## config.mk

```make
export PLATFORM = sky130hd
export DESIGN_NAME = sma_difference_macd_core
export DESIGN_NICKNAME = d
export VERILOG_FILES = /design/src/rtl/smd_pkg.sv /design/src/rtl/smd_ram.sv /design/src/rtl/smd_div.sv /design/src/rtl/sma_difference_macd_core.sv
export SDC_FILE = /design/constraint.sdc
export NUM_CORES = 2
export LEC_CHECK = 0
export BUFFER_PORTS_ARGS = -buffer_cell sky130_fd_sc_hd__buf_2
export CORE_AREA = 5 5 458 460
export CTS_CLUSTER_SIZE = 40
export DETAILED_ROUTE_END_ITERATION = 6
export DIE_AREA = 0 0 463 465
export GPL_ROUTABILITY_DRIVEN = 1
export PLACE_DENSITY_LB_ADDON = 0.12
export SLEW_MARGIN = 10
export SYNTH_ARGS = -nofsm -noshare
export SYNTH_HDL_FRONTEND = slang
export SYNTH_SLANG_ARGS = --single-unit
```

## constraint.sdc

```tcl
create_clock -name i_clk -period 14.9 [get_ports i_clk]
set_clock_uncertainty 0.1 [all_clocks]
set_input_delay 2.235 -clock i_clk [delete_from_list [all_inputs] [get_ports i_clk]]
set_output_delay 2.235 -clock i_clk [all_outputs]
set_load 0.01 [all_outputs]
```

## src/rtl/smd_pkg.sv

```systemverilog
// ----------------------------------------------------------------------------
// smd_pkg: shared constants for the SMA difference MACD core
// Ring depth, index and sum widths used by the core and its divider.
// ----------------------------------------------------------------------------
package smd_pkg;

    localparam int MAX_WINDOW = 64;
    localparam int ADDR_W     = $clog2(MAX_WINDOW);
    localparam int CNT_W      = $clog2(MAX_WINDOW + 1);
    localparam int PRICE_W    = 32;
    localparam int SUM_W      = PRICE_W + ADDR_W;
    localparam int WIN_W      = 7;
    localparam int MACD_W     = PRICE_W + 1;
    localparam int ITER_W     = $clog2(SUM_W + 1);

endpackage

```

## src/rtl/smd_ram.sv

```systemverilog
// ----------------------------------------------------------------------------
// smd_ram: generic simple dual-port RAM
// One write port, one read port, read data registered.
// ----------------------------------------------------------------------------
module smd_ram #(
    parameter int WIDTH = 32,
    parameter int DEPTH = 64
) (
    input  logic                     i_clk,
    input  logic                     i_we,
    input  logic [$clog2(DEPTH)-1:0] i_waddr,
    input  logic [WIDTH-1:0]         i_wdata,
    input  logic [$clog2(DEPTH)-1:0] i_raddr,
    output logic [WIDTH-1:0]         o_rdata
);

    logic [WIDTH-1:0] r_mem [DEPTH];
    logic [WIDTH-1:0] r_rdata;

    always_ff @(posedge i_clk) begin
        if (i_we) begin
            r_mem[i_waddr] <= i_wdata;
        end
        r_rdata <= r_mem[i_raddr];
    end

    assign o_rdata = r_rdata;

endmodule

```

## src/rtl/smd_div.sv

```systemverilog
// ----------------------------------------------------------------------------
// smd_div: iterative restoring divider
// One quotient bit per cycle; done pulses once the last bit is in.
// ----------------------------------------------------------------------------
module smd_div (
    input  logic                        i_clk,
    input  logic                        i_rst_n,
    input  logic                        i_start,
    input  logic [smd_pkg::SUM_W-1:0]   i_dividend,
    input  logic [smd_pkg::CNT_W-1:0]   i_divisor,
    output logic                        o_done,
    output logic [smd_pkg::PRICE_W-1:0] o_quotient
);
    import smd_pkg::*;

    logic              r_busy;
    logic              r_done;
    logic [ITER_W-1:0] r_cnt;
    logic [SUM_W-1:0]  r_quo;
    logic [CNT_W-1:0]  r_rem;
    logic [CNT_W-1:0]  r_dvs;

    logic [CNT_W:0]    trial;
    logic [CNT_W:0]    diff;
    logic              fits;

    // shift in the next dividend bit, subtract when it fits
    assign trial = {r_rem, r_quo[SUM_W-1]};
    assign diff  = trial - {1'b0, r_dvs};
    assign fits  = trial >= {1'b0, r_dvs};

    always_ff @(posedge i_clk) begin
        if (!i_rst_n) begin
            r_busy <= 1'b0;
            r_done <= 1'b0;
            r_cnt  <= '0;
        end else if (i_start) begin
            r_busy <= 1'b1;
            r_done <= 1'b0;
            r_cnt  <= ITER_W'(SUM_W);
        end else if (r_busy) begin
            r_cnt <= r_cnt - ITER_W'(1);
            if (r_cnt == ITER_W'(1)) begin
                r_busy <= 1'b0;
                r_done <= 1'b1;
            end
        end else begin
            r_done <= 1'b0;
        end
    end

    always_ff @(posedge i_clk) begin
        if (i_start) begin
            r_quo <= i_dividend;
            r_rem <= '0;
            r_dvs <= i_divisor;
        end else if (r_busy) begin
            r_quo <= {r_quo[SUM_W-2:0], fits};
            r_rem <= fits ? diff[CNT_W-1:0] : trial[CNT_W-1:0];
        end
    end

    assign o_done     = r_done;
    assign o_quotient = r_quo[PRICE_W-1:0];

endmodule

```

## src/rtl/sma_difference_macd_core.sv

```systemverilog
// ----------------------------------------------------------------------------
// sma_difference_macd_core: MACD from two simple moving averages
// Averages of past Q16.16 prices over two windows, and their difference.
// ----------------------------------------------------------------------------
// Usage:
//   Input beats carry one price each (tdata) and a series-start flag (tuser);
//   a start flag clears the sample count and the ring pointer first.
//   Each beat gives one output beat: MACD, short and long average (tdata)
//   and the warm-up flag (tuser).
//   Steps after acceptance: one ring read per sample in the larger active
//   window and a drain step (both skipped while neither window is warm),
//   two divisions on the shared restoring divider, then a load of the
//   output register.
//   One beat is in work at a time; s_tready is high only between items, so a
//   new beat is taken only once the last one has left the sequencer.
//   The output register holds a finished beat while the receiver stalls and
//   the next input beat is still taken; a second result then waits in the
//   core until the register frees up.
//   Reset clears the count, pointer and handshake state and loads windows of
//   12 and 26. Ring contents are undefined until written; no entry is read
//   before it is written in the current series.
//   Window registers sit on APB at byte 0 (short) and 4 (long).
// ----------------------------------------------------------------------------
module sma_difference_macd_core (
    input  logic          i_clk,
    input  logic          i_rst_n,
    // input stream
    input  logic          i_s_tvalid,
    output logic          o_s_tready,
    input  logic [31:0]   i_s_tdata,   // [31:0] price
    input  logic [0:0]    i_s_tuser,   // [0] series_start
    // output stream
    output logic          o_m_tvalid,
    input  logic          i_m_tready,
    output logic [103:0]  o_m_tdata,   // [32:0] macd_value, [64:33] short_average,
                                       // [96:65] long_average, [103:97] zero
    output logic [0:0]    o_m_tuser,   // [0] ready_res
    // configuration
    input  logic          psel,
    input  logic          penable,
    input  logic          pwrite,
    input  logic [2:0]    paddr,
    input  logic [31:0]   pwdata,
    output logic [31:0]   prdata,
    output logic          pready
);
    import smd_pkg::*;

    localparam int OUT_W = ((MACD_W + 2 * PRICE_W + 7) / 8) * 8;
    localparam int PAD_W = OUT_W - MACD_W - 2 * PRICE_W;
    localparam int CMP_W = (CNT_W > WIN_W) ? CNT_W : WIN_W;

    localparam logic [WIN_W-1:0] SHORT_RST = WIN_W'(12);
    localparam logic [WIN_W-1:0] LONG_RST  = WIN_W'(26);

    localparam logic REG_SHORT = 1'b0;
    localparam logic REG_LONG  = 1'b1;

    localparam logic [2:0] S_IDLE  = 3'd0;
    localparam logic [2:0] S_READ  = 3'd1;
    localparam logic [2:0] S_DRAIN = 3'd2;
    localparam logic [2:0] S_DIVS  = 3'd3;
    localparam logic [2:0] S_DIVL  = 3'd4;
    localparam logic [2:0] S_OUT   = 3'd5;

    // zero acts as one, anything above the ring depth as the depth
    function automatic logic [CNT_W-1:0] clamp_win(input logic [WIN_W-1:0] w);
        logic [CMP_W-1:0] we;
        we = CMP_W'(w);
        if (w == '0) begin
            return CNT_W'(1);
        end
        if (we > CMP_W'(MAX_WINDOW)) begin
            return CNT_W'(MAX_WINDOW);
        end
        return CNT_W'(we);
    endfunction

    // control state
    logic [2:0]         r_state, n_state;
    logic [WIN_W-1:0]   r_sw, r_lw;
    logic [CNT_W-1:0]   r_count, n_count;
    logic [ADDR_W-1:0]  r_wp, n_wp;
    logic               r_dv, n_dv;
    logic               r_div_start, n_div_start;
    logic               r_m_vld;

    // item payload
    logic [PRICE_W-1:0] r_price, n_price;
    logic [CNT_W-1:0]   r_csw, n_csw;
    logic [CNT_W-1:0]   r_clw, n_clw;
    logic               r_sen, n_sen;
    logic               r_len, n_len;
    logic [CNT_W-1:0]   r_rmax, n_rmax;
    logic [CNT_W-1:0]   r_k, n_k;
    logic [CNT_W-1:0]   r_dk, n_dk;
    logic [SUM_W-1:0]   r_sacc, n_sacc;
    logic [SUM_W-1:0]   r_lacc, n_lacc;
    logic [PRICE_W-1:0] r_savg, n_savg;
    logic [PRICE_W-1:0] r_lavg, n_lavg;
    logic [OUT_W-1:0]   r_m_data;
    logic               r_m_user;

    logic               in_acc;
    logic               cfg_wr;
    logic [CNT_W-1:0]   cfg_csw, cfg_clw;
    logic [CNT_W-1:0]   cnt_now;
    logic [CNT_W-1:0]   s_need, l_need, rmax_now;
    logic               ram_we;
    logic [ADDR_W-1:0]  ram_raddr;
    logic [PRICE_W-1:0] ram_rdata;
    logic               div_done;
    logic [PRICE_W-1:0] div_q;
    logic [SUM_W-1:0]   div_dividend;
    logic [CNT_W-1:0]   div_divisor;
    logic               out_load;
    logic [MACD_W-1:0]  macd;

    // ------------------------------------------------------------------
    // configuration port: decode on address bit 2, no wait states
    // ------------------------------------------------------------------
    assign pready = 1'b1;
    assign cfg_wr = psel && penable && pwrite;

    always_comb begin
        unique case (paddr[2])
            REG_SHORT: prdata = 32'(r_sw);
            REG_LONG:  prdata = 32'(r_lw);
            default:   prdata = '0;
        endcase
    end

    // ------------------------------------------------------------------
    // sequencer: read ring, divide short sum, divide long sum, store price
    // ------------------------------------------------------------------
    assign in_acc  = i_s_tvalid && o_s_tready;
    assign cfg_csw = clamp_win(r_sw);
    assign cfg_clw = clamp_win(r_lw);
    assign cnt_now = i_s_tuser[0] ? '0 : r_count;
    assign s_need  = (cnt_now >= cfg_csw) ? cfg_csw : '0;
    assign l_need  = (cnt_now >= cfg_clw) ? cfg_clw : '0;
    assign rmax_now = (s_need > l_need) ? s_need : l_need;

    // k-th most recent sample sits k entries behind the write pointer
    assign ram_raddr = r_wp - r_k[ADDR_W-1:0];

    always_comb begin
        n_state     = r_state;
        n_count     = r_count;
        n_wp        = r_wp;
        n_dv        = 1'b0;
        n_div_start = 1'b0;
        n_price     = r_price;
        n_csw       = r_csw;
        n_clw       = r_clw;
        n_sen       = r_sen;
        n_len       = r_len;
        n_rmax      = r_rmax;
        n_k         = r_k;
        n_dk        = r_dk;
        n_sacc      = r_sacc;
        n_lacc      = r_lacc;
        n_savg      = r_savg;
        n_lavg      = r_lavg;
        ram_we      = 1'b0;

        // fold in read data from the previous cycle's address
        if (r_dv) begin
            if (r_sen && (r_dk <= r_csw)) begin
                n_sacc = r_sacc + SUM_W'(ram_rdata);
            end
            if (r_len && (r_dk <= r_clw)) begin
                n_lacc = r_lacc + SUM_W'(ram_rdata);
            end
        end

        unique case (r_state)
            S_IDLE: begin
                if (in_acc) begin
                    n_price = i_s_tdata[PRICE_W-1:0];
                    n_count = cnt_now;
                    n_wp    = i_s_tuser[0] ? '0 : r_wp;
                    n_csw   = cfg_csw;
                    n_clw   = cfg_clw;
                    n_sen   = cnt_now >= cfg_csw;
                    n_len   = cnt_now >= cfg_clw;
                    n_rmax  = rmax_now;
                    n_k     = CNT_W'(1);
                    n_sacc  = '0;
                    n_lacc  = '0;
                    // nothing to read before warm-up: divide zero sums
                    if (rmax_now == '0) begin
                        n_state     = S_DIVS;
                        n_div_start = 1'b1;
                    end else begin
                        n_state = S_READ;
                    end
                end
            end
            S_READ: begin
                n_dv = 1'b1;
                n_dk = r_k;
                n_k  = r_k + CNT_W'(1);
                if (r_k == r_rmax) begin
                    n_state = S_DRAIN;
                end
            end
            S_DRAIN: begin
                n_state     = S_DIVS;
                n_div_start = 1'b1;
            end
            S_DIVS: begin
                if (div_done) begin
                    n_savg      = div_q;
                    n_state     = S_DIVL;
                    n_div_start = 1'b1;
                end
            end
            S_DIVL: begin
                if (div_done) begin
                    n_lavg  = div_q;
                    ram_we  = 1'b1;
                    n_wp    = r_wp + ADDR_W'(1);
                    n_count = (r_count < CNT_W'(MAX_WINDOW)) ? r_count + CNT_W'(1)
                                                            : r_count;
                    n_state = S_OUT;
                end
            end
            S_OUT: begin
                if (!r_m_vld || i_m_tready) begin
                    n_state = S_IDLE;
                end
            end
            default: begin
                n_state = S_IDLE;
            end
        endcase
    end

    assign o_s_tready = (r_state == S_IDLE);

    // ------------------------------------------------------------------
    // shared divider and history ring
    // ------------------------------------------------------------------
    assign div_dividend = (r_state == S_DIVS) ? r_sacc : r_lacc;
    assign div_divisor  = (r_state == S_DIVS) ? r_csw : r_clw;

    smd_div u_div (
        .i_clk      (i_clk),
        .i_rst_n    (i_rst_n),
        .i_start    (r_div_start),
        .i_dividend (div_dividend),
        .i_divisor  (div_divisor),
        .o_done     (div_done),
        .o_quotient (div_q)
    );

    smd_ram #(
        .WIDTH (PRICE_W),
        .DEPTH (MAX_WINDOW)
    ) u_ring (
        .i_clk   (i_clk),
        .i_we    (ram_we),
        .i_waddr (r_wp),
        .i_wdata (r_price),
        .i_raddr (ram_raddr),
        .o_rdata (ram_rdata)
    );

    // ------------------------------------------------------------------
    // output register: load when empty or being drained
    // ------------------------------------------------------------------
    assign out_load = (r_state == S_OUT) && (!r_m_vld || i_m_tready);
    assign macd     = r_len ? ({1'b0, r_savg} - {1'b0, r_lavg}) : '0;

    always_ff @(posedge i_clk) begin
        if (!i_rst_n) begin
            r_state     <= S_IDLE;
            r_sw        <= SHORT_RST;
            r_lw        <= LONG_RST;
            r_count     <= '0;
            r_wp        <= '0;
            r_dv        <= 1'b0;
            r_div_start <= 1'b0;
            r_m_vld     <= 1'b0;
        end else begin
            r_state     <= n_state;
            r_count     <= n_count;
            r_wp        <= n_wp;
            r_dv        <= n_dv;
            r_div_start <= n_div_start;
            if (cfg_wr && (paddr[2] == REG_SHORT)) begin
                r_sw <= pwdata[WIN_W-1:0];
            end
            if (cfg_wr && (paddr[2] == REG_LONG)) begin
                r_lw <= pwdata[WIN_W-1:0];
            end
            if (out_load) begin
                r_m_vld <= 1'b1;
            end else if (i_m_tready) begin
                r_m_vld <= 1'b0;
            end
        end
    end

    always_ff @(posedge i_clk) begin
        r_price <= n_price;
        r_csw   <= n_csw;
        r_clw   <= n_clw;
        r_sen   <= n_sen;
        r_len   <= n_len;
        r_rmax  <= n_rmax;
        r_k     <= n_k;
        r_dk    <= n_dk;
        r_sacc  <= n_sacc;
        r_lacc  <= n_lacc;
        r_savg  <= n_savg;
        r_lavg  <= n_lavg;
        if (out_load) begin
            r_m_data <= {PAD_W'(0), r_lavg, r_savg, macd};
            r_m_user <= r_len;
        end
    end

    assign o_m_tvalid   = r_m_vld;
    assign o_m_tdata    = r_m_data;
    assign o_m_tuser[0] = r_m_user;

`ifndef SYNTHESIS
    // sample count saturates at the ring depth
    a_count_sat: assert property (@(posedge i_clk) disable iff (!i_rst_n)
        r_count <= CNT_W'(MAX_WINDOW))
        else $error("sample count above ring depth");

    // divider finishes only while the sequencer waits on it
    a_div_owner: assert property (@(posedge i_clk) disable iff (!i_rst_n)
        div_done |-> (r_state == S_DIVS || r_state == S_DIVL))
        else $error("divider done outside a divide step");

    // one item at a time: an accepted beat closes the input
    a_one_item: assert property (@(posedge i_clk) disable iff (!i_rst_n)
        (i_s_tvalid && o_s_tready) |=> !o_s_tready)
        else $error("input taken twice in a row");

    // MACD stays zero before the long window has warmed up
    a_macd_warmup: assert property (@(posedge i_clk) disable iff (!i_rst_n)
        (o_m_tvalid && !o_m_tuser[0]) |-> (o_m_tdata[MACD_W-1:0] == '0))
        else $error("MACD non-zero before warm-up");
`endif

endmodule

```

# Word-level counts from Yosys, hierarchy flattened
# Memories as Yosys holds them, arrays and structs flattened. A register that Yosys moved wholly into a read port is not among the register bits.
# Cells that the tools add are included.
# classes
addsub	9
n_lt_le_gt_ge	9
eq_ne	14
n_mux	64
n_bitwise	3
n_reduce_logical	27
# op_table
op	n
$mux W38	11
$mux W7	18
$add A38 B32 Y38	2
$pmux W32 S2	1
$sub A32 B32 Y33	1
$mux W6	5
$pmux W7 S2	2
$logic_not A7 Y1	3
$mux W1	18
$pmux W3 S6	1
$mux W3	5
$add A7 B1 Y7 const B	2
$ge A7 B7 Y1	2
$gt A7 B7 Y1 const B	2
$le A7 B7 Y1	2
$pmux W6 S2	1
$ne A2 B1 Y1 const B	5
$ge A8 B7 Y1	1
$logic_and A1 B1 Y1	8
$reduce_and A2 Y1	4
$reduce_and A4 Y1	2
$reduce_bool A2 Y1	4
$eq A7 B7 Y1	1
$gt A7 B7 Y1	1
other kinds (19)	24
# totals
register_bits	400
mem_bits_rw	2048
in_bits	75
wordCells	157
n_memories	1
# memory_table
memory	words	word_bits	rd	rd_ports_with_merged_regs	wr	line	source
u_ring.r_mem	64	32	1	1	1	smd_ram.sv:17	logic [WIDTH-1:0] r_mem [DEPTH];

# Longest topological paths before layout
# depth
word_depth	13
mapped_depth	22

# Hierarchy
# From an unflattened synthesis, not the netlist that was laid out.
# hier_totals
hier_cells	5466
hier_area_um2	100656.5
# modules_own_cells
mod	n_inst	cells_each	area_per_inst_um2
smd_ram	1	3324	78515.3
sma_difference_macd_core	1	1881	18889.4
smd_div	1	261	3251.9

# Worst setup path before layout
# No wires, ideal clock.
# synth_timing
kind	input port to flip-flop
startpoint	input i_m_tready
endpoint	register r_m_data[0] (netlist: o_m_tdata[0]), enable pin
setup_ps	555
arrival_ps	6361
slack_ps	7884
path_stages	2
path_buffers	0
path_cell_list	nor2b_1 nor2_1
# synth_between
elab_chain_cells	2
# synth_lines
item	line	source
start: declaration	sma_difference_macd_core.sv:34	input logic i_m_tready,
$logic_or A1 B1 Y1	sma_difference_macd_core.sv:273	assign out_load = (r_state == S_OUT) && (!r_m_vld || i_m_tready);
$logic_and A1 B1 Y1	sma_difference_macd_core.sv:273	
via out_load	sma_difference_macd_core.sv:116	logic out_load;
end signal: assignment	sma_difference_macd_core.sv:320	r_m_data <= {PAD_W'(0), r_lavg, r_savg, macd};
end: declaration	sma_difference_macd_core.sv:101	logic [OUT_W-1:0] r_m_data;
# The timed path passes the listed nets, and every way through them passes these cells.
# A chain may end at the register's enable or synchronous reset.

# Final worst setup path
# layout_timing
startpoint	register r_k[0]
endpoint	register u_ring.r_rdata[18] (netlist: u_ring.o_rdata[18]), read port of u_ring.r_mem
# layout_between
elab_chain_cells	1
# layout_lines
item	line	source
start: declaration	sma_difference_macd_core.sv:95	logic [CNT_W-1:0] r_k, n_k;
start signal: assignment	sma_difference_macd_core.sv:313	r_k <= n_k;
$sub A6 B6 Y6	sma_difference_macd_core.sv:145	assign ram_raddr = r_wp - r_k[ADDR_W-1:0];
end: declaration	smd_ram.sv:18	logic [WIDTH-1:0] r_rdata;
# No other way between the ends.

==> flow_summary.ini <==
[placed_design]
place_congestion = 0.844
pre_cts_slack_ns = 8.07
port-buffer-count = 154
dp_hpwl_mm = 137

[global_routing]
track_usage = 0.228
antenna_found_initial = 10
grt_pass1_wl_mm = 356
overflow = 0
grt_max_degree = 114
grt_pass1_vias = 50600

[critical_path]
end_kind = register
start_kind = register
crit_start = r_k[0]$_SDFFCE_PN1P_
endpoint = u_ring.o_rdata[18]$_DFF_P_
cp.arrival_ns = 6.87
rrSetupSlack_ns = 8.64
worstPathCellList = ha_4 -> inv_1 -> fa_4 -> buf_12 -> buf_4 -> buf_4 -> mux4_2 -> mux4_2 -> a211oi_1 -> a21oi_1
ff2ff_path_depth = 10
reg2reg_from = r_k[0]$_SDFFCE_PN1P_
critical_path_buf_inv_count = 4
slowest_stage = fa_4
crit_required_ns = 15.52
critPathKind = reg -> reg
worstReg2RegEnd = u_ring.o_rdata[18]$_DFF_P_
cp_top_family = buffers and inverters
cpPeakStageDelay_ns = 1.24
cp_num_cells = 10
worstPathMaxFanout = 113

[clock_network]
htreeDepth = 5
clkSinkCount = 2480
insertion_delay_ns = 0.90
cts_tree = yes
clk_pin_slew_ns = 0.06
cts_buffer_depth = 4
cts_buffers = 278
root_buffer = clkbuf_16
postCtsSetupRepairBufs = 0
postCtsHoldBufs = 0
cts_resized = 0

[layout]
nNetsFinal = 5698
synthToLayoutAreaGrowth_pct = 13.2
finish.utilization = 0.549
drive_gt1_frac = 0.250
multi_input_area_mm2 = 0.0259
fillerInstances = 15800
regArea_mm2 = 0.0729

[sta]
fin_crit_ns = 6.26
max_slew_margin = 0.195
finalSetupViolations = 0
rsz0062_at_grt = false
hold_viol_final = 0
tightest_slew_ns = 1.20
tns_ns = 0
fin_crit_sh = 0.420
slew_viol_final = 0
clock.fmax_mhz = 160
fin_ws_ns = 8.64

[yosys]
synth.top_cells.by_count = edfxtp_1, mux4_2, a21oi_1
synth.largest_area_cell = edfxtp_1
synth.most_common_cell = edfxtp_1
syn_area_mm2 = 0.0997
syn-instance-count = 5125
synth-edff-count = 2324
synth_cell_types = 92
avgSynthCellArea_um2 = 19.5
ys_warn_count = 0
ys_async_sr_fraction = 0
yosys-top-cells-area = edfxtp_1, mux4_2, dfxtp_1
ys_seq_elements = 2480
synth_top_area_frac = 0.700
yosys_most_used_dff = edfxtp_1
ys_seq_area_frac = 0.731

[detailed_routing]
drc = 0
first_pass_iters = 5
wl_mm = 247
via_per_inst = 5.98
final_antenna_net_count = 0
drtIter0Drc = 4818
vias = 50000
wl_per_cell_um = 29.5

[run_status]
status = complete, no violations

[floorplanning]
die_x_um = 463
initial_utilization = 0.485
boundaryPins = 215
die_y_um = 465
die_area_mm2 = 0.215
core_region_area_mm2 = 0.206
rows = 167

[min_path]
worstHoldStart = r_lavg[20]$_DFFE_PP_
hold_class = reg -> reg

[power_and_ir_drop]
peakVddDrop_v = 0.000127
p_leak_nw = 37.1
power_density_mw_per_mm2 = 150

[run]
cap_violations = 0
==> per-layer routing <==
metal	vias up	global-route usage	share of wire
met5	-	0	0.000097
met4	4	0.0662	0.029
met3	409	0.0407	0.066
met2	1661	0.384	0.50
met1	26400	0.307	0.41
li1	21500	-	-
==> metrics by stage <==
stage                     power (W)  std cells  hold slack (ns)  area [um2]
after CTS                    0.0172       8362            0.340      113000
after detailed placement     0.0107       7894            0.333      104000
after floorplan             0.00982       5156            0.324       99800
after global placement       0.0107       7894            0.336      104000
final                        0.0170       8367            0.342      113000
after global routing         0.0176       8364            0.360      113000
==> registers in the layout, indices dropped and copies added, names as in the netlist, 7 cells and up <==
signal,count
r_sw,7
u_ring.r_mem,2048
r_lacc,38
u_div.r_quo,38
u_div.r_dvs,7
r_price,32
r_rmax,7
r_lw,7
o_m_tdata,97
r_savg,32
r_clw,7
r_sacc,38
r_lavg,32
r_dk,7
r_csw,7
u_div.r_rem,7
r_count,7
r_k,7
u_ring.o_rdata,32
==> cell type report <==
type	count	share of cell area
flip-flops and latches	2480	0.646
inverters	109	0.00365
clock buffers	363	0.0673
well taps	2704	0.0300
clock inverters	105	0.00737
multi-input cells	2310	0.229
diodes	5	0.000111
repair buffers	291	0.0165
==> how the worst min path moves through the flow <==
stage | end | slack [ns] | cells after the start
3_5_place_dp | o_m_tdata[85]$_DFFE_PP_ | 0.33 | 0
3_3_place_gp | o_m_tdata[80]$_DFFE_PP_ | 0.34 | 0
2_1_floorplan | o_m_tuser$_DFFE_PP_ | 0.32 | 0
5_1_grt | o_m_tdata[85]$_DFFE_PP_ | 0.36 | 0
4_1_cts | o_m_tdata[85]$_DFFE_PP_ | 0.34 | 0
6_report | o_m_tdata[85]$_DFFE_PP_ | 0.34 | 0
==> power by group <==
part	switching, W	internal [W]
Clock	0.00262	0.00379
Sequential	0.000160	0.00780
Combinational	0.00153	0.00107
Total	0.00432	0.0127
==> cells by family after synthesis <==
logic type               after synthesis  share of synthesized area
other                                  2                  0.0000753
multiplexers                         723                      0.153
AO/OA/AOI/OAI                        584                     0.0382
buffers and inverters                366                     0.0159
AND/OR/NAND/NOR                      722                     0.0335
flip-flops                          2480                      0.731
XOR/XNOR                              95                    0.00835
adder cells (fa/ha/maj)              153                     0.0196
==> cell usage in the layout (no fill, tap or decap), types with 63 or more instances in the layout <==
cell type / n
clkbuf_1: 63
nor2_1: 160
nor2_4: 67
nand2_1: 224
buf_2: 154
mux4_2: 640
ha_1: 147
dfxtp_1: 155
edfxtp_1: 2324
buf_4: 132
clkbuf_16: 287
a21oi_1: 235
o21ai_0: 81
mux2i_1: 76
inv_1: 106
a21o_1: 67
==> worst reg2reg max path, stage by stage (launching register included) <==
cell	delay [ns]
edfxtp_1	0.50
ha_4	0.17
inv_1	0.05
fa_4	1.24
buf_12	0.64
buf_4	0.57
buf_4	0.73
mux4_2	0.49
mux4_2	0.52
a211oi_1	0.93
a21oi_1	0.16
Note: power is estimated with default switching activity, not from simulation.
